$ cat config.mk
export PLATFORM = sky130hd
export DESIGN_NAME = v4n_div_cell
export DESIGN_NICKNAME = d
export VERILOG_FILES = /design/src/sv/v4n_pkg.sv /design/src/sv/v4n_div_cell.sv
export SDC_FILE = /design/constraint.sdc
export NUM_CORES = 1
export LEC_CHECK = 0
export ABC_AREA = 0
export BUFFER_PORTS_ARGS = -buffer_cell sky130_fd_sc_hd__buf_2
export CAP_MARGIN = 10
export CORE_AREA = 2 2 220 222
export DETAILED_ROUTE_END_ITERATION = 8
export DIE_AREA = 0 0 222 224
export GPL_ROUTABILITY_DRIVEN = 0
export GPL_TIMING_DRIVEN = 0
export PLACE_DENSITY = 0.71
export SETUP_SLACK_MARGIN = 0.02
export SYNTH_ARGS = -nofsm -noshare
export SYNTH_HDL_FRONTEND = slang
export SYNTH_SLANG_ARGS = --single-unit
$ cat constraint.sdc
create_clock -name clock -period 2.96 [get_ports clock]
set_input_delay 0.296 -clock clock [delete_from_list [all_inputs] [get_ports clock]]
set_output_delay 0.296 -clock clock [all_outputs]
set_load 0.01 [all_outputs]
$ cat src/sv/v4n_pkg.sv
// Shared lane count and helper function for the four-component vector normaliser.
`default_nettype none

package v4n_pkg;

   // Number of vector components carried side by side through the chain.
   localparam int unsigned LANES = 4;

   function automatic int unsigned max_u(input int unsigned a, input int unsigned b);
      return (a > b) ? a : b;
   endfunction

endpackage

`default_nettype wire

$ cat src/sv/v4n_div_cell.sv
// One restoring-division step on all four lanes, registered.
`default_nettype none

module v4n_div_cell import v4n_pkg::*; #(
   parameter int unsigned SUM_W = 33,
   parameter int unsigned QUO_W = 29,
   parameter bit          FIRST = 1'b0
) (
   input  logic                            clock,
   input  logic                            en,
   input  logic [SUM_W-1:0]                prev_sum,
   input  logic [LANES-1:0][SUM_W:0]       prev_rem,
   input  logic [LANES-1:0][QUO_W-1:0]     prev_quo,
   output logic [SUM_W-1:0]                sum_ff,
   output logic [LANES-1:0][SUM_W:0]       rem_ff,
   output logic [LANES-1:0][QUO_W-1:0]     quo_ff
);

   logic [LANES-1:0][SUM_W:0]   rem_in;
   logic [LANES-1:0][QUO_W-1:0] quo_in;
   logic [SUM_W:0]              twice;
   logic                        ge;

   // The first step yields the integer bit, so the remainder is not doubled.
   always_comb begin
      twice = '0;
      ge    = 1'b0;
      for (int i = 0; i < LANES; i++) begin
         twice     = FIRST ? prev_rem[i] : {prev_rem[i][SUM_W-1:0], 1'b0};
         ge        = (twice >= {1'b0, prev_sum});
         rem_in[i] = ge ? (twice - {1'b0, prev_sum}) : twice;
         quo_in[i] = {prev_quo[i][QUO_W-2:0], ge};
      end
   end

   always_ff @(posedge clock) begin
      if (en) begin
         sum_ff <= prev_sum;
         rem_ff <= rem_in;
         quo_ff <= quo_in;
      end
   end

endmodule

`default_nettype wire

* Word level (Yosys, flattened, before mapping)
Index checks and enable logic that the tools add are counted.
Cells by class: add/subtract/negate cells 4, muxes and demuxes 4, $lt $le $gt $ge 4
Operators by type and width (number):
- $ge A34 B33 Y1 | 4
- $mux W34 | 4
- $sub A34 B33 Y34 | 4
Word-level totals: word-level logic and storage cells 25, output and inout port bits 285, register bits 285, input port bits 287

* Longest topological paths before layout
Gate-level depths: netlist of run 1.
depth in word-level cells 2, depth in mapped cells 14, depth with buffers taken out 11

* Worst setup path before layout of run 1
OpenSTA, ideal clock, no wires.
path type in2reg, start point in prev_sum[2], end point reg rem_ff[72] in the netlist's numbering, data pin, library setup time 0.260 ns, required time 2.700 ns, path buffers 1, arrival time 2.657 ns, stages on the path 12, slack 0.043 ns, cells stage by stage inv_1 ha_1 nor2b_1 o31a_1 o31ai_4 a21oi_1 or3b_4 a21o_1 a21oi_2 buf_6 inv_4 mux2_4
RTL lines:
- start: declaration | line v4n_div_cell.sv:11 | input logic [SUM_W-1:0] prev_sum,
- end signal: assignment | line v4n_div_cell.sv:39 | rem_ff <= rem_in;
- end: declaration | line v4n_div_cell.sv:15 | output logic [LANES-1:0][SUM_W:0] rem_ff,

==> metrics.cfg, run 1 <==
[worst_setup_path]
worstPathMaxFanout=6
worst_setup_path_end_kind=flip-flop
max_stage_delay_ns=0.46
critPathKind=primary input to flip-flop
start_kind=primary input
cp.arrival_ns=3.22
crit_path_top_delay_cell=or3b_4
worstPathCellList=buf_2 > inv_1 > ha_1 > a21o_1 > a21o_1 > a21oi_1 > a21oi_1 > or3b_4 > a21o_1 > a21oi_2 > buf_6 > inv_4 > mux2_4
cp_common_cell=a21o_1
required_ns=3.27

[yosys]
syn-cell-area_sq_um=17300
synth_cells=1583
yosysSeqAreaShare_pct=49.4
synth_flop_cell=edfxtp_1
synthArstFlopShare_pct=0
yosysUniqueCellTypes=76
syn_avg_cell_area_sq_um=10.9
yosys_register_bits=285
ys_warn_count=0
synth-edff-count=285
synth_fp_nets=2006

[global_routing]
grt_pass1_vias=16320
antenna_found_initial=21
grt_start_max_net_pins=121
overflow=0
grt_usage_pct=25.7
grt_pass1_wl_microns=95800

[drt]
drc=3
drtIter0Drc=967
vias=16108
drt.antenna.violating_nets=0
viasPerCell=5.39
drt_wl_total_microns=66600
drtPass1Iterations=7
wire_per_inst_microns=22.3

[run_status]
violations=DRC
status=complete, but fails checks

[floorplanning]
die-width_microns=222
core_area_sq_um=47300
ios=572
die_area_sq_um=49700
chipHeight_microns=224
initial_core_util_pct=36.6
rows=80

[sta]
max_slew_margin_pct=55.2
finalSetupViolations=0
hold_viol=0
rsz0062_at_grt=yes
fin_ws_ns=0.0504
worst_pin_slew_ns=0.672
fmax_mhz=344
timing.setup.tns_ns=0
period_share_pct=98.3
period_minus_slack_ns=2.91
finalMaxSlewViolations=0

[clock_tree]
htreeDepth=2
clk_pin_slew_ns=0.07
clock_sinks=285
cts_made_buffers=36
cts_tree=built
cts.path.max_buffers=3
cts_root_buf=clkbuf_16

[finish]
final_cell_mix=buf_2, edfxtp_1, a21oi_1, dlygate4sd3_1, nand2_1
final_area_sq_um=24200
fin_util_pct=51.2
syn_to_final_growth_pct=39.9
final_common_cell=buf_2
final_nets=2759
drive_above_1_share_pct=33.5

[place]
numPortBuffers=563
dp_hpwl_microns=51700
placed_cell_area_sq_um=21000
pre_cts_ws_ns=-1.36

[pwr]
ir_drop_mv=0.378
total_power_mw=13.6
p_per_area_nw_per_um2=559
leakagePower_nw=10.5

[job]
drv_cap=0

[hold_path]
hold_path.class=primary input to flip-flop

## cells in the mapped netlist (4+ instances only)
cell type / number / area share [%]
a211oi_1: 9 / 0.39
a21boi_0: 6 / 0.26
a21o_1: 85 / 3.7
a21oi_1: 149 / 4.3
a31oi_1: 21 / 0.76
and2_1: 8 / 0.29
and3_1: 13 / 0.47
and4_1: 5 / 0.25
and4b_1: 4 / 0.23
buf_2: 6 / 0.17
buf_4: 5 / 0.22
buf_6: 5 / 0.32
clkbuf_1: 34 / 0.74
edfxtp_1: 285 / 49
fa_1: 4 / 0.46
ha_1: 132 / 9.5
inv_1: 69 / 1.5
mux2_2: 32 / 2.1
mux2_4: 9 / 0.78
nand2_1: 124 / 2.7
nand2b_1: 22 / 0.79
nand3_1: 37 / 1.1
nand4_1: 11 / 0.40
nor2_1: 90 / 1.9
nor2b_1: 20 / 0.72
nor3_1: 17 / 0.49
nor3b_1: 7 / 0.30
nor4_1: 4 / 0.14
o2111ai_1: 7 / 0.35
o211ai_1: 8 / 0.35
o21a_1: 16 / 0.69
o21ai_0: 129 / 3.7
o21ai_1: 6 / 0.17
o21bai_1: 12 / 0.52
o31a_1: 7 / 0.35
o31ai_1: 8 / 0.35
or3_1: 5 / 0.18
xnor2_1: 69 / 3.5
xor2_1: 46 / 2.3
## power by group
part	internal [mW]	switching [mW]	leakage, nW
combinational	1.58	2.12	7.15
sequential	5.05	0.140	2.79
clock	2.80	1.87	0.585
total	9.43	4.13	10.5
## critical path, delay by kind of cell
family	cells	cell delay, ns
compound gates	6	1.22
buf+inv	4	0.58
simple gates	1	0.46
fa+ha+maj	1	0.35
mux	1	0.30
## cells by family (layout without fill, tap and decap cells)
| group | count (synthesis) | after routing | share of synthesized area (%) |
|---|---|---|---|
| compound gates | 508 | 508 | 18.5 |
| simple gates | 377 | 377 | 10.4 |
| flops | 285 | 285 | 49.4 |
| fa+ha+maj | 136 | 136 | 9.99 |
| buf+inv | 121 | 901 | 3.01 |
| xor+xnor | 115 | 115 | 5.81 |
| mux | 41 | 41 | 2.86 |
| other cells | 0 | 11 | 0 |
## repair_timing
item | CTS | global route
cloned | 0 | 1
endpoints found under the hold margin | 143 | 0
buffers inserted | 6 | 11
gates resized for setup | 37 | 74
hold buffers | 143 | 0
endpoints found under the setup margin | 115 | 136
pin swaps | 3 | 9
## metrics by stage
step                std cells  hold slack [ns]
floorplan                1583            0.395
global placement         2761            0.472
detailed placement       2763            0.474
CTS                      2974          0.00100
global route             2986           0.0373
finish                   2989           0.0320
## final timing paths
path,startpoint,endpoint,slack [ns],cells past startpoint
worst max-delay path,prev_sum[7],rem_ff[83],0.05,13
worst min-delay path,prev_rem[78],rem_ff[79],0.03,3
## per-layer routing
| layer | track usage [%] | vias up | routed length [microns] |
|---|---|---|---|
| met5 | 0 | - | 108 |
| met2 | 48.6 | 729 | 34500 |
| li1 | - | 7496 | - |
| met3 | 6.20 | 220 | 4560 |
| met1 | 25.4 | 7645 | 22900 |
| met4 | 15.2 | 18 | 4530 |
## state kept, by name, indices dropped and copies added, names as in the netlist
signal	count
rem_ff	136
quo_ff	116
sum_ff	33
## final cells by class
type | count | area [sq um]
buffer | 40 | 264
timing repair buffer | 726 | 4480
tap | 615 | 769
clock inverter | 27 | 345
multi-input combinational | 1177 | 8600
inverter | 70 | 298
antenna | 11 | 27.5
fill | 4095 | 23100
sequential | 285 | 8560
clock buffer | 38 | 908
No activity file was read; power rests on OpenSTA's default activity.
==> run 2, diff against run 1 <==
--- a/config.mk
+++ b/config.mk
@@ -8,12 +8,13 @@
 export ABC_AREA = 0
 export BUFFER_PORTS_ARGS = -buffer_cell sky130_fd_sc_hd__buf_2
 export CAP_MARGIN = 10
-export CORE_AREA = 2 2 220 222
+export CORE_AREA = 2 2 224 226
+export CTS_CLUSTER_SIZE = 16
 export DETAILED_ROUTE_END_ITERATION = 8
-export DIE_AREA = 0 0 222 224
+export DIE_AREA = 0 0 226 228
 export GPL_ROUTABILITY_DRIVEN = 0
 export GPL_TIMING_DRIVEN = 0
-export PLACE_DENSITY = 0.71
+export PLACE_DENSITY = 0.7
 export SETUP_SLACK_MARGIN = 0.02
 export SYNTH_ARGS = -nofsm -noshare
 export SYNTH_HDL_FRONTEND = slang
==> run 2 against run 1 <==
Effect of this change: combinational power is essentially flat; first-iteration DRC count shrank 7.2%; fmax shrank 0.75%; final area grew 0.29%; final cell count grew 1.8%; largest cell class unchanged; flip-flop and latch count is the same; global-route usage shrank 0.25 points; critical endpoint is now rem_ff[130]; critical path depth shrank 2; utilization shrank 1.9 points; sequential share of layout area shrank 0.10 points; via count grew 0.21%; the flow now finishes without violations; wire length grew 2.5%.
==> metrics.cfg, run 2 (same netlist as run 1, synthesis figures left out) <==
[floorplanning]
initial_core_util_pct=35.1
chipHeight_microns=228
die_area_sq_um=51500
ios=572
rows=82
core_area_sq_um=49300
die-width_microns=226

[worst_setup_path]
max_stage_delay_ns=0.58
worstPathMaxFanout=10
cp.arrival_ns=3.22
worst_setup_path_end_kind=flip-flop
cp_common_cell=a31oi_1
worstPathCellList=buf_2 > clkinvlp_4 > ha_1 > nand4_1 > nor3_1 > a31oi_1 > a31oi_1 > a2111o_1 > buf_4 > buf_6 > mux2_4
start_kind=primary input
crit_buf_inv=4
required_ns=3.25
crit_path_top_delay_cell=nor3_1
critPathKind=primary input to flip-flop
crit_family=buffers and inverters

[hold_path]
hp-start=prev_rem[54]
min_path_cells=3
holdPathEnd=rem_ff[55]
hold_path.class=primary input to flip-flop

[sta]
finalMaxSlewViolations=0
timing.setup.tns_ns=0
hold_viol=0
finalSetupViolations=0
rsz0062_at_grt=no
max_slew_margin_pct=49.0
period_minus_slack_ns=2.93
fmax_mhz=341
period_share_pct=99.0
worst_pin_slew_ns=0.765

[finish]
largest-register=rem_ff
final_common_cell=buf_2
final_nets=2758
largestRegisters=rem_ff: 136 flops, quo_ff: 116 flops, sum_ff: 33 flops
drive_above_1_share_pct=33.5
fillers=4410
final_cell_mix=buf_2, edfxtp_1, dlygate4sd3_1, a21oi_1
syn_to_final_growth_pct=40.3
largest_reg_flops=136

[place]
dp_hpwl_microns=52300
numPortBuffers=563

[pwr]
ir_drop_mv=0.434
leakagePower_nw=10.5
p_per_area_nw_per_um2=557
total_power_mw=13.5

[clock_tree]
cts_tree=built
cts_root_buf=clkbuf_16
cts_made_buffers=35
htreeDepth=2
cts.path.max_buffers=3
clock_sinks=285
clk_pin_slew_ns=0.07

[global_routing]
antenna_found_initial=19
grt_pass1_vias=16284
overflow=0
grt_pass1_wl_microns=97600
grt_start_max_net_pins=107
grt_usage_pct=25.4

[drt]
viasPerCell=5.30
drc=0
wire_per_inst_microns=22.4
vias=16142
drt_wl_total_microns=68200
drtIter0Drc=897
drt.antenna.violating_nets=0
drtPass1Iterations=5

[job]
drv_cap=0

[run_status]
status=finished clean

-- run 2: changes by cell type in the layout (fill, tap and decap cells not counted), moves of 4 or more --
cell,delta
a21oi_2,+4
buf_4,+4
clkinvlp_4,-6
ha_4,+5
ha_2,-4
-- run 2: layer usage --
layer / track usage (%) / routed length [microns] / vias up
met5: 0 / 103 / -
met4: 15.7 / 4780 / 18
met3: 5.56 / 4380 / 211
met2: 47.1 / 35400 / 687
met1: 25.7 / 23600 / 7751
li1: - / - / 7475
-- run 2: worst max-delay path by stage --
stage                 startpoint     endpoint  slack [ns]  depth (start not counted)
CTS                  prev_sum[8]  rem_ff[101]        0.03                         13
floorplan            prev_sum[2]   rem_ff[72]        0.04                         12
global placement              en   sum_ff[13]       -2.48                          1
detailed placement  prev_sum[13]  rem_ff[118]       -1.39                         15
global route        prev_sum[15]   rem_ff[84]       0.006                         14
finish               prev_sum[7]  rem_ff[130]        0.03                         11
-- run 2: per-stage QoR --
step	hold WS [ns]	worst slack, ns	cell area, sq um	instances	utilization [%]
after floorplan	0.395	0.0425	17300	1583	-
after global placement	0.474	-2.48	21000	2818	42.5
after detailed placement	0.474	-1.39	21100	2820	42.7
after CTS	0.0176	0.0269	24000	3032	48.7
after global routing	0.0316	0.00642	24300	3039	49.2
final	0.0493	0.0284	24300	3043	49.3
-- run 2: layout make-up --
cell class / instances / area (sq um) / area share, %
Inverter: 70 / 292 / 1.20
Clock inverter: 23 / 309 / 1.27
Multi-Input combinational cell: 1177 / 8650 / 35.6
Buffer: 40 / 255 / 1.05
Timing Repair Buffer: 726 / 4470 / 18.4
Tap cell: 672 / 841 / 3.46
Sequential cell: 285 / 8560 / 35.2
Antenna cell: 10 / 25.0 / 0.103
Clock buffer: 40 / 916 / 3.77
-- run 2: where the power goes --
| group | internal [mW] | total [mW] | leakage [nW] | switching, mW |
|---|---|---|---|---|
| combinational | 1.58 | 3.73 | 7.16 | 2.14 |
| sequential | 5.05 | 5.19 | 2.79 | 0.138 |
| clock | 2.78 | 4.62 | 0.583 | 1.84 |
-- run 2: repair_timing --
action | in CTS | in global routing
buffers inserted | 9 | 9
gates cloned | 0 | 0
hold buffers | 143 | 0
endpoints found under the hold margin | 143 | 0
pin swaps | 5 | 6
resized for setup | 51 | 56
setup endpoints to repair | 134 | 130
