`src/sv/v4n_sqrt_cell.sv`:
```
// One digit-by-digit square root step on a single lane, registered.
`default_nettype none

module v4n_sqrt_cell #(
   parameter int unsigned ROOT_W = 15,
   parameter int unsigned N_W    = 30
) (
   input  logic                clock,
   input  logic                en,
   input  logic [ROOT_W+1:0]   prev_rem,
   input  logic [ROOT_W-1:0]   prev_root,
   input  logic [N_W-1:0]      prev_n,
   output logic [ROOT_W+1:0]   rem_ff,
   output logic [ROOT_W-1:0]   root_ff,
   output logic [N_W-1:0]      n_ff
);

   localparam int unsigned REM_W = ROOT_W + 2;

   logic [REM_W-1:0]  cur;
   logic [REM_W-1:0]  trial;
   logic              ge;
   logic [REM_W-1:0]  rem_in;
   logic [ROOT_W-1:0] root_in;
   logic [N_W-1:0]    n_in;

   // Bring down the next two bits of the radicand and try root*4+1.
   always_comb begin
      cur     = {prev_rem[REM_W-3:0], prev_n[N_W-1 -: 2]};
      trial   = {prev_root, 2'b01};
      ge      = (cur >= trial);
      rem_in  = ge ? (cur - trial) : cur;
      root_in = {prev_root[ROOT_W-2:0], ge};
      n_in    = {prev_n[N_W-3:0], 2'b00};
   end

   always_ff @(posedge clock) begin
      if (en) begin
         rem_ff  <= rem_in;
         root_ff <= root_in;
         n_ff    <= n_in;
      end
   end

endmodule

`default_nettype wire

```
`config.mk`:
```
export PLATFORM = sky130hd
export DESIGN_NAME = v4n_sqrt_cell
export DESIGN_NICKNAME = d
export VERILOG_FILES = /design/src/sv/v4n_sqrt_cell.sv
export SDC_FILE = /design/constraint.sdc
export NUM_CORES = 1
export LEC_CHECK = 0
export ABC_AREA = 0
export BUFFER_PORTS_ARGS = -buffer_cell sky130_fd_sc_hd__buf_2
export CORE_UTILIZATION = 47
export CTS_CLUSTER_DIAMETER = 120
export DETAILED_ROUTE_END_ITERATION = 8
export MAX_ROUTING_LAYER = met4
export PLACE_DENSITY = 0.79
export SLEW_MARGIN = 20
export SYNTH_ARGS = -nofsm -noshare
export SYNTH_HDL_FRONTEND = slang
export SYNTH_SLANG_ARGS = --single-unit
```
`constraint.sdc`:
```
create_clock -name clock -period 2.5 [get_ports clock]
set_input_delay 0.25 -clock clock [delete_from_list [all_inputs] [get_ports clock]]
set_output_delay 0.25 -clock clock [all_outputs]
set_load 0.005 [all_outputs]
```
# [Word-level counts from Yosys, hierarchy flattened]
# Index checks and enable logic that the tools add are counted.
[op_classes] muxes=1 n_lt_le_gt_ge=1 n_addsub=1
[op_table] op="greater-or-equal comparator 17 bit" count=1
[op_table] op="2-to-1 mux 17 bit" count=1
[op_table] op="subtractor 17 bit" count=1
[word_totals] output_inout_bits=62 reg_bits=60 word_cells=6 input_bits=64

# [Depth between registers and ports, before layout]
# Gate-level depths: netlist (run 1).
[logic_depth] depth_word=2 mapped_depth=10

# [Worst setup path after synthesis (run 1)]
# Ideal clock, no wire load.
[synth_path] path_type="input-to-reg" startpoint="in prev_root[8]" endpoint="reg rem_ff[10] (data pin)" path_stages=10 path_slack_ns=0.205 t_arrival_ns=2.035 cell_sequence="inv_1 ha_1 buf_2 a21oi_1 o21ai_0 a21oi_1 o21ai_2 a31oi_4 buf_12 mux2_4"
[synth_between] elab_chain_len=2 elab_cells_between_ends=3 classes_between="add/sub (1); order compare (1); mux (1)"
[synth_lines] item="start, declared" line_no="11" text="input logic [ROOT_W-1:0] prev_root,"
[synth_lines] item="subtractor 17 bit or greater-or-equal comparator 17 bit (tied branches)" line_no="32, 31"
[synth_lines] item="2-to-1 mux 17 bit *" line_no="32" text="rem_in = ge ? (cur - trial) : cur;"
[synth_lines] item="via rem_in[10]" line_no="23" text="logic [REM_W-1:0] rem_in;"
[synth_lines] item="end signal, assigned" line_no="39" text="rem_ff <= rem_in;"
[synth_lines] item="end, declared" line_no="13" text="output logic [ROOT_W+1:0] rem_ff,"
# Mark *: on every way through the listed nets, which the timed path passes. The rest lies on a longest branch.
# A chain may end at the register's enable or synchronous reset.

# [Final worst setup path (run 1)]
[layout_path] startpoint="in prev_rem[3]" endpoint="reg rem_ff[12] (data pin)"
[layout_between] elab_chain_len=2 elab_cells_between_ends=3 classes_between="add/sub (1); order compare (1); mux (1)"
[layout_lines] item="start, declared" line_no="10" text="input logic [ROOT_W+1:0] prev_rem,"
[layout_lines] item="subtractor 17 bit or greater-or-equal comparator 17 bit (tied branches)" line_no="32, 31"
[layout_lines] item="2-to-1 mux 17 bit *" line_no="32"
[layout_lines] item="via rem_in[12]" line_no="23"
# Marks and branches as above.

==> impl_results.md, run 1 <==
- Post-synthesis cell type count: 35
- Pre-CTS setup slack: roughly 0.0073 ns
- All-Layer GR Usage: around a fifth
- Layout Cells excl Fill: around 420
- Asr flop ratio synth: 0%
- Pin count of the biggest net entering global routing: 40
- Setup TNS: 0 ns
- Final min period: between 2 and 2.5 ns
- Synth-to-Final Area Change: 31.1%
- Final period util: 87.3%
- CTS buffer count: 9
- IO Count: 126
- # rows: 28
- Die width: 80.5 µm
- Resize count post-CTS: 0
- Max cap viols: 0
- CORE AREA: a little under 6000 µm²
- Worst hold stages: 1
- Mapped Cells: approximately 210
- Routed len/inst: 14.9 µm
- Die height: 80.5 µm
- Dpl hpwl: roughly 4.8 mm
- Worst setup EP type: register
- ANT nets after route: 0
- DR DRC count: 0
- Detailed Route Iter0 Violations: 93
- Critical Path Start Type: input pin
- Post-synth EDFFs: 60
- Detailed Route WL: between 6 and 7 mm
- Hold WC Path Type: input pin to register
- Worst VDD drop: 326 µV
- Slew Viols, Final: 0
- Tightest Pin Transition: roughly 0.58 ns
- Hold_buf cts: 0
- H-tree depth: 3
- Share of layout cells above drive strength 1: 46.6%
- Initial Util: 48.9%
- Min-delay src: prev_n[17]
- Mean Syn Cell Area: 13.9 µm²
- Status: finished, final reports clean
- Clock sinks: 60
- Clk buf depth: 2
- CP max stage delay: about 0.49 ns
- Final WS setup: between 0.3 and 0.4 ns
- Area leader, netlist: edfxtp_1
- Slew HR: around 62%
- Synthesized cell area: 2900 µm²
- Die area: about 6500 µm²
- CTS tree: built
- Yosys reg bits: 60
- Routability Congestion: between 0.8 and 0.9
- Vias in the first global route: between 2000 and 2500
- Total grt overflow: 0
- Synth area leaders: edfxtp_1 (62%), ha_1 (7.3%), mux2_4 (3.6%), xor2_1 (3.3%), mux2_2 (3.1%)
- Final Hold Fails: 0
- CP arrival: ~2.3 ns
- Hold Path Sink: n_ff[19]
- Crit-path slowest cell: a211oi_1
- Kind of critical path: input pin to register
- Top-area cell type share of the netlist area: approximately 62%
- RSZ-0062 raised after global routing: no
- Most frequent cells in the layout: buf_2 (121), edfxtp_1 (60), inv_1 (22)
- Worst-path clk slew: 0.07 ns
- Total placed cells including tap cells: roughly 410
- Worst path cell trace: buf_2, ha_1, a21oi_1, o22ai_1, a211oi_1, o21ai_0, xor2_1, mux2_4
- Fin util: between 60% and 70%
- I/O Buffers: about 120
- Ant diodes: 0
- Setup Buffers After CTS: 0
- 1st-pass router iterations: 5
- Vias: around 2100
- # fillers: roughly 460
- Fmax: approximately 460 MHz
- Top FF cell, synth: edfxtp_1
- First-pass GRT wire length: just under 10 mm
- Yosys warning count: 0
- Pwr per Cell Area: roughly 650 nW/µm²
- Routed vias/inst: between 5 and 6
- Crit-path max FO: 7
- WP data required: roughly 2.6 ns
- Nets@finish: roughly 430
- Final setup viols: 0
- CTS Root Cell: clkbuf_8
- Register area share after synthesis: roughly 62%
- Commonest non-fill, non-tap cell in the layout: buf_2
- Lkg Pwr: about 0.0017 µW
- Initial antenna violation count: 0
-- layout make-up --
| cell class | instances | area (µm²) | share of cell area [%] |
|---|---|---|---|
| well taps | 75 | 93.8 | 2.47 |
| clock inverters | 6 | 32.5 | 0.856 |
| clock buffers | 9 | 124 | 3.26 |
| inverters | 22 | 82.6 | 2.17 |
| multi-input cells | 122 | 973 | 25.6 |
| flip-flops and latches | 60 | 1800 | 47.4 |
| repair buffers | 129 | 691 | 18.2 |
-- worst max-delay path, delay by kind of cell --
kind	cells	cell delay [ns]
AOI/OAI and AO/OA	4	1.09
xor gates and xnor gates	1	0.17
adders and majority gates	1	0.37
buffers and inverters	1	0.10
muxes	1	0.27
-- sequential cells by signal (all words and copies together), names as in the netlist --
name,flops
root_ff,15
rem_ff,17
n_ff,28
-- metrics by stage --
step	total power [µW]	hold slack (ns)	cell area (µm²)
after global placement	1760	0.427	3640
final	2470	0.0928	3800
after global routing	2590	0.0698	3800
after CTS	2490	0.0790	3800
after detailed placement	1780	0.429	3640
after floorplan	1550	0.349	2900
-- synth_stat cells, drive strengths merged (2+ instances only) --
cell and number:
xor2 11, a21oi 15, nor3 2, xnor2 5, edfxtp 60, inv 22
and3 2, nand3 2, nand2 12, mux2 15, nor2 7, buf 4
nand2b 2, a31oi 5, a21o 2, nand4 3, ha 17, o21ai 10
-- how the worst max path moves through the flow --
stage          slack, ns          from         end
2_1_floorplan       0.20  prev_root[8]  rem_ff[10]
3_3_place_gp        0.02   prev_rem[3]  rem_ff[12]
3_5_place_dp       0.007   prev_rem[3]  rem_ff[12]
4_1_cts             0.36   prev_rem[3]  rem_ff[12]
5_1_grt             0.11  prev_root[3]  rem_ff[12]
6_report            0.32   prev_rem[3]  rem_ff[12]
-- power by group --
group          leakage, µW  internal (µW)  switching, µW
logic              0.00107            258            248
registers         0.000587           1230           23.5
clock network    0.0000760            343            369
-- routing by layer --
metal | up-vias | share of wire, % | track usage [%]
met3 | 6 | 8.8 | 6.82
li1 | 1036 | - | -
met5 | - | 0 | -
met1 | 989 | 41 | 22.8
met2 | 99 | 49 | 35.6
met4 | 0 | 0.70 | 5.71
-- cell families after synthesis --
group | Yosys count | synth area share (%)
XOR/XNOR | 16 | 4.84
AND/OR/NAND/NOR | 33 | 5.40
buffers and inverters | 27 | 4.36
multiplexers | 16 | 7.08
other | 1 | 0.129
AO/OA/AOI/OAI | 38 | 8.68
flip-flops | 60 | 62.2
adder cells (fa/ha/maj) | 17 | 7.34
(Power assumes the default switching activity.)
==> inputs of run 2 (changes only) <==
Settings changed: CORE_UTILIZATION 47 to 30, PLACE_DENSITY 0.79 to default.
==> run 2 against run 1 <==
- die area increased by 55%
- cell count grew 12%
- clock power rose by 1%
- combinational power down 2%
- setup slack gained 0.072 ns
- wire length shrank 0.48%
- hold slack worse by 0.0026 ns
- critical path depth unchanged
- sequential share of layout area fell by 0.65 points
- critical path type unchanged
- first-iteration DRC count is 23% lower
- cell area grew 1.4%
- largest cell class unchanged
- global-route usage fell by 7.3 points
==> impl_results.md, run 2 (synthesized netlist as in run 1, its figures left out) <==
- Status: finished, final reports clean
- Number of flip-flops in the largest register: 28
- Critical Path Start Type: input pin
- First-pass GRT wire length: about 9.8 mm
- Initial Util: a little under a third
- Hold WC Path Type: input pin to register
- Placed Instance Area: around 3700 µm²
- Vias in the first global route: ~2000
- 1st-pass router iterations: 4
- Detailed Route WL: 6.27 mm
- Worst-path clk slew: roughly 0.07 ns
- Worst hold slack: 0.0902 ns
- Biggest register: n_ff
- Dpl hpwl: approximately 4.7 mm
- CP arrival: between 2 and 2.5 ns
- CORE AREA: between 9000 and 10000 µm²
- Slew Viols, Final: 0
- Crit-path max FO: 7
- DR DRC count: 0
- Routed len/inst: about 13 µm
- Max cap viols: 0
- Setup Buffers After CTS: 0
- Design area: around 3900 µm²
- Sequential cell area: around 1800 µm²
- # fillers: ~930
- Fmax: around 470 MHz
- Worst setup EP type: register
- Lkg Pwr: around 0.0017 µW
- Pin count of the biggest net entering global routing: ~60
- Fin util: 41.5%
- Initial antenna violation count: 0
- RSZ-0062 raised after global routing: no
- Biggest registers after layout: n_ff (28), rem_ff (17), root_ff (15)
- CTS tree: built
- Pwr per Cell Area: 640 nW/µm²
- Synth-to-Final Area Change: 32.9%
- Area occupied by multi-input gates: between 900 and 1000 µm²
- Routability Congestion: roughly 0.81
- Detailed Route Iter0 Violations: 72
- ANT nets after route: 0
- IO Count: ~130
- Vias: 2068
- Clk buf depth: 2
- Final setup viols: 0
- I/O Buffers: ~120
- Setup TNS: 0 ns
- CTS Root Cell: clkbuf_8
- Nets@finish: 423
- Die width: between 100 and 150 µm
- All-Layer GR Usage: ~13%
- Kind of critical path: input pin to register
- Clock sinks: 60
- Worst hold stages: 1
- Most frequent cells in the layout: buf_2 (121), edfxtp_1 (60), inv_1 (22)
- Share of layout cells above drive strength 1: 46.2%
- Die area: between 10000 and 15000 µm²
- Commonest non-fill, non-tap cell in the layout: buf_2
- Final Hold Fails: 0
- H-tree depth: 3
- Final min period: 2.11 ns
- Die height: approximately 100 µm
- WP data required: between 2 and 3 ns
- Final period util: between 80% and 90%
- Hold_buf cts: 0
- Pre-CTS setup slack: roughly 0.033 ns
- Routed vias/inst: 4.35
- Worst VDD drop: around 190 µV
- Resize count post-CTS: 0
- Final WS setup: slightly below 0.4 ns
- Ant diodes: 0
- # rows: 35
- Total grt overflow: 0
- CTS buffer count: 9
## run 2: worst max-delay path, cell delays in order
cell      delay (ns)
buf_2           0.10
ha_1            0.38
a21oi_1         0.22
o22ai_1         0.14
a211oi_1        0.46
o21ai_0         0.21
xor2_1          0.17
mux2_4          0.27
## run 2: metal layers
layer | wire length (µm) | track usage [%] | part of all wire [%]
met1 | 2740 | 15.5 | 44
met2 | 2850 | 20.8 | 45
met3 | 573 | 4.67 | 9.1
met4 | 99 | 6.35 | 1.6
met5 | 0 | - | 0
## run 2: area by class of cell
class | instances | share of cell area [%]
sequential | 60 | 46.8
multi-input combinational | 122 | 25.3
timing repair buffer | 127 | 17.5
tap | 129 | 4.19
clock buffer | 9 | 3.22
inverter | 22 | 2.14
clock inverter | 6 | 0.845
## run 2: worst paths after layout
check,from,to,slack (ns)
setup / recovery,prev_rem[3],rem_ff[12],0.39
hold / removal,prev_n[6],n_ff[8],0.09
## run 2: power breakdown
group          total [µW]  switching [µW]  internal (µW)
clock                 720             378            343
combinational         497             242            255
sequential           1250            22.2           1230
## run 2: metrics by stage
stage               total power (µW)  instances
finish                          2470        475
global route                    2610        475
CTS                             2520        475
detailed placement              1770        460
global placement                1770        460
floorplan                       1550        209
==> inputs of run 3 (changes only) <==
Clock period 2.5 ns to 1.9 ns, I/O delays scaled along.
==> run 3 against run 2 <==
- sequential share of layout area down 6.2 points
- non-clock buffer count grew 42
- count of clock-buffer cells in the layout did not move
- highest routed layer unchanged
- cell area is 15% higher
- critical path depth up 1
- core utilization rose by 6.4 points
- largest power group unchanged
- wire length increased by 5.1%
- critical endpoint is now rem_ff[16]
- clock power grew 60%
- setup slack got worse by 0.36 ns
==> impl_results.md, run 3 (synthesized netlist as in run 1, its figures left out) <==
- 1st-pass router iterations: 4
- Detailed Route WL: between 6 and 7 mm
- GR Util met3: 4.46%
- Dpl hpwl: around 5.0 mm
- Total grt overflow: 0
- CORE AREA: about 9300 µm²
- ANT nets after route: 0
- # rows: 35
- Share of layout cells above drive strength 1: ~60%
- Most frequent cells in the layout: buf_2 (120), edfxtp_1 (60), buf_4 (45)
- H-tree depth: 3
- Initial Util: 31.2%
- Lkg Pwr: around 0.002 µW
- Worst VDD drop: approximately 320 µV
- DR DRC count: 0
- Crit-path max FO: 7
- RSZ-0062 raised after global routing: yes
- Final period util: between 90% and 100%
- Final Hold Fails: 0
- Max cap viols: 0
- Die width: roughly 100 µm
- Final min period: between 1.5 and 2 ns
- Initial antenna violation count: 0
- Fin util: 47.8%
- Fmax: 535 MHz
- CP max stage delay: between 0.3 and 0.4 ns
- Status: finished, final reports clean
- Worst-path clk slew: ~0.080 ns
- Worst setup EP type: register
- Setup TNS: 0 ns
- Vias in the first global route: 2190
- CP dominant cell by count: a21o_1
- Critical Path Start Type: input pin
- Routed len/inst: 12.7 µm
- Pwr per Cell Area: 822 nW/µm²
- Commonest non-fill, non-tap cell in the layout: buf_2
- IO Count: 126
- Clock sinks: 60
- Die area: just over 10000 µm²
- Clk buf depth: 2
- CTS tree: built
- Biggest registers after layout: n_ff (28), rem_ff (17), root_ff (15)
- Met1 Use GR: roughly 16%
- Routability Congestion: 0.763
- Ant diodes: 0
- Final WS setup: ~0.031 ns
- First-pass GRT wire length: about 10 mm
- I/O Buffers: 121
- Met2 Use GR: around 22%
- Crit-path slowest cell: mux2_2
- Number of flip-flops in the largest register: 28
- Biggest register: n_ff
- Pin count of the biggest net entering global routing: 61
- Kind of critical path: input pin to register
- Hold_buf cts: 0
- Area occupied by multi-input gates: between 1000 and 1500 µm²
- Die height: between 100 and 150 µm
- Hold WC Path Type: input pin to register
- Detailed Route Iter0 Violations: 34
- WP data required: ~2 ns
- CTS buffer count: 9
- CTS Root Cell: clkbuf_8
- Slew Viols, Final: 0
- Pre-CTS setup slack: -0.400 ns
- All-Layer GR Usage: approximately 14%
- Worst path cell trace: buf_2, ha_4, a21o_1, a21o_1, o2111ai_2, o21ai_2, a31oi_4, buf_6, mux2_2
- Synth-to-Final Area Change: 53.3%
- Final setup viols: 0
- Routed vias/inst: between 4 and 5
- Gr busiest metal: met2
- Sequential cell area: between 1500 and 2000 µm²
- Nets@finish: approximately 470
- CP arrival: ~2.0 ns
- # fillers: 900
- Vias: ~2300
[run 3: path summary, 6_finish.rpt]
path              cells after the start  slack (ns)          to        start
setup / recovery                      9        0.03  rem_ff[16]  prev_rem[4]
hold / removal                        1        0.02     n_ff[8]    prev_n[6]
[run 3: area by class of cell]
type                       instances  area share [%]
clock buffer                       9            2.79
clock inverter                     7            1.72
inverter                          22            2.20
multi-input combinational        122            26.3
sequential                        60            40.6
tap                              129            3.63
timing repair buffer             169            22.8
[run 3: stage by stage]
step                total power, µW  std cells  hold WS, ns  instance area (µm²)
floorplan                      2080        209        0.289                 3030
global placement               2480        500        0.367                 4120
detailed placement             2480        500        0.368                 4120
CTS                            3660        516      0.00665                 4320
global route                   3850        518      0.00115                 4440
finish                         3650        518       0.0215                 4440
[run 3: critical path: cells and delay by family]
family	cells	cell delay [ns]
buf+inv	2	0.31
compound gates	5	0.87
mux	1	0.34
fa+ha+maj	1	0.26
[run 3: where the power goes]
| part | switching (µW) | total (µW) | internal [µW] | leakage [µW] |
|---|---|---|---|---|
| combinational | 373 | 852 | 479 | 0.00129 |
| sequential | 29.6 | 1640 | 1610 | 0.000587 |
| clock | 543 | 1150 | 611 | 0.0000958 |
| total | 946 | 3650 | 2700 | 0.00197 |
[run 3: layer usage]
metal / wire [µm] / vias up / share of wire, %
met5: 0 / - / 0
met4: 80 / 0 / 1.2
met3: 549 / 6 / 8.3
met2: 3220 / 98 / 49
met1: 2740 / 1033 / 42
li1: - / 1114 / -
[run 3: timing repair]
action,in CTS,in global routing
gates cloned,0,1
buffers inserted,0,1
resized for setup,1,21
endpoints found under the setup margin,2,16
pin swaps,0,7
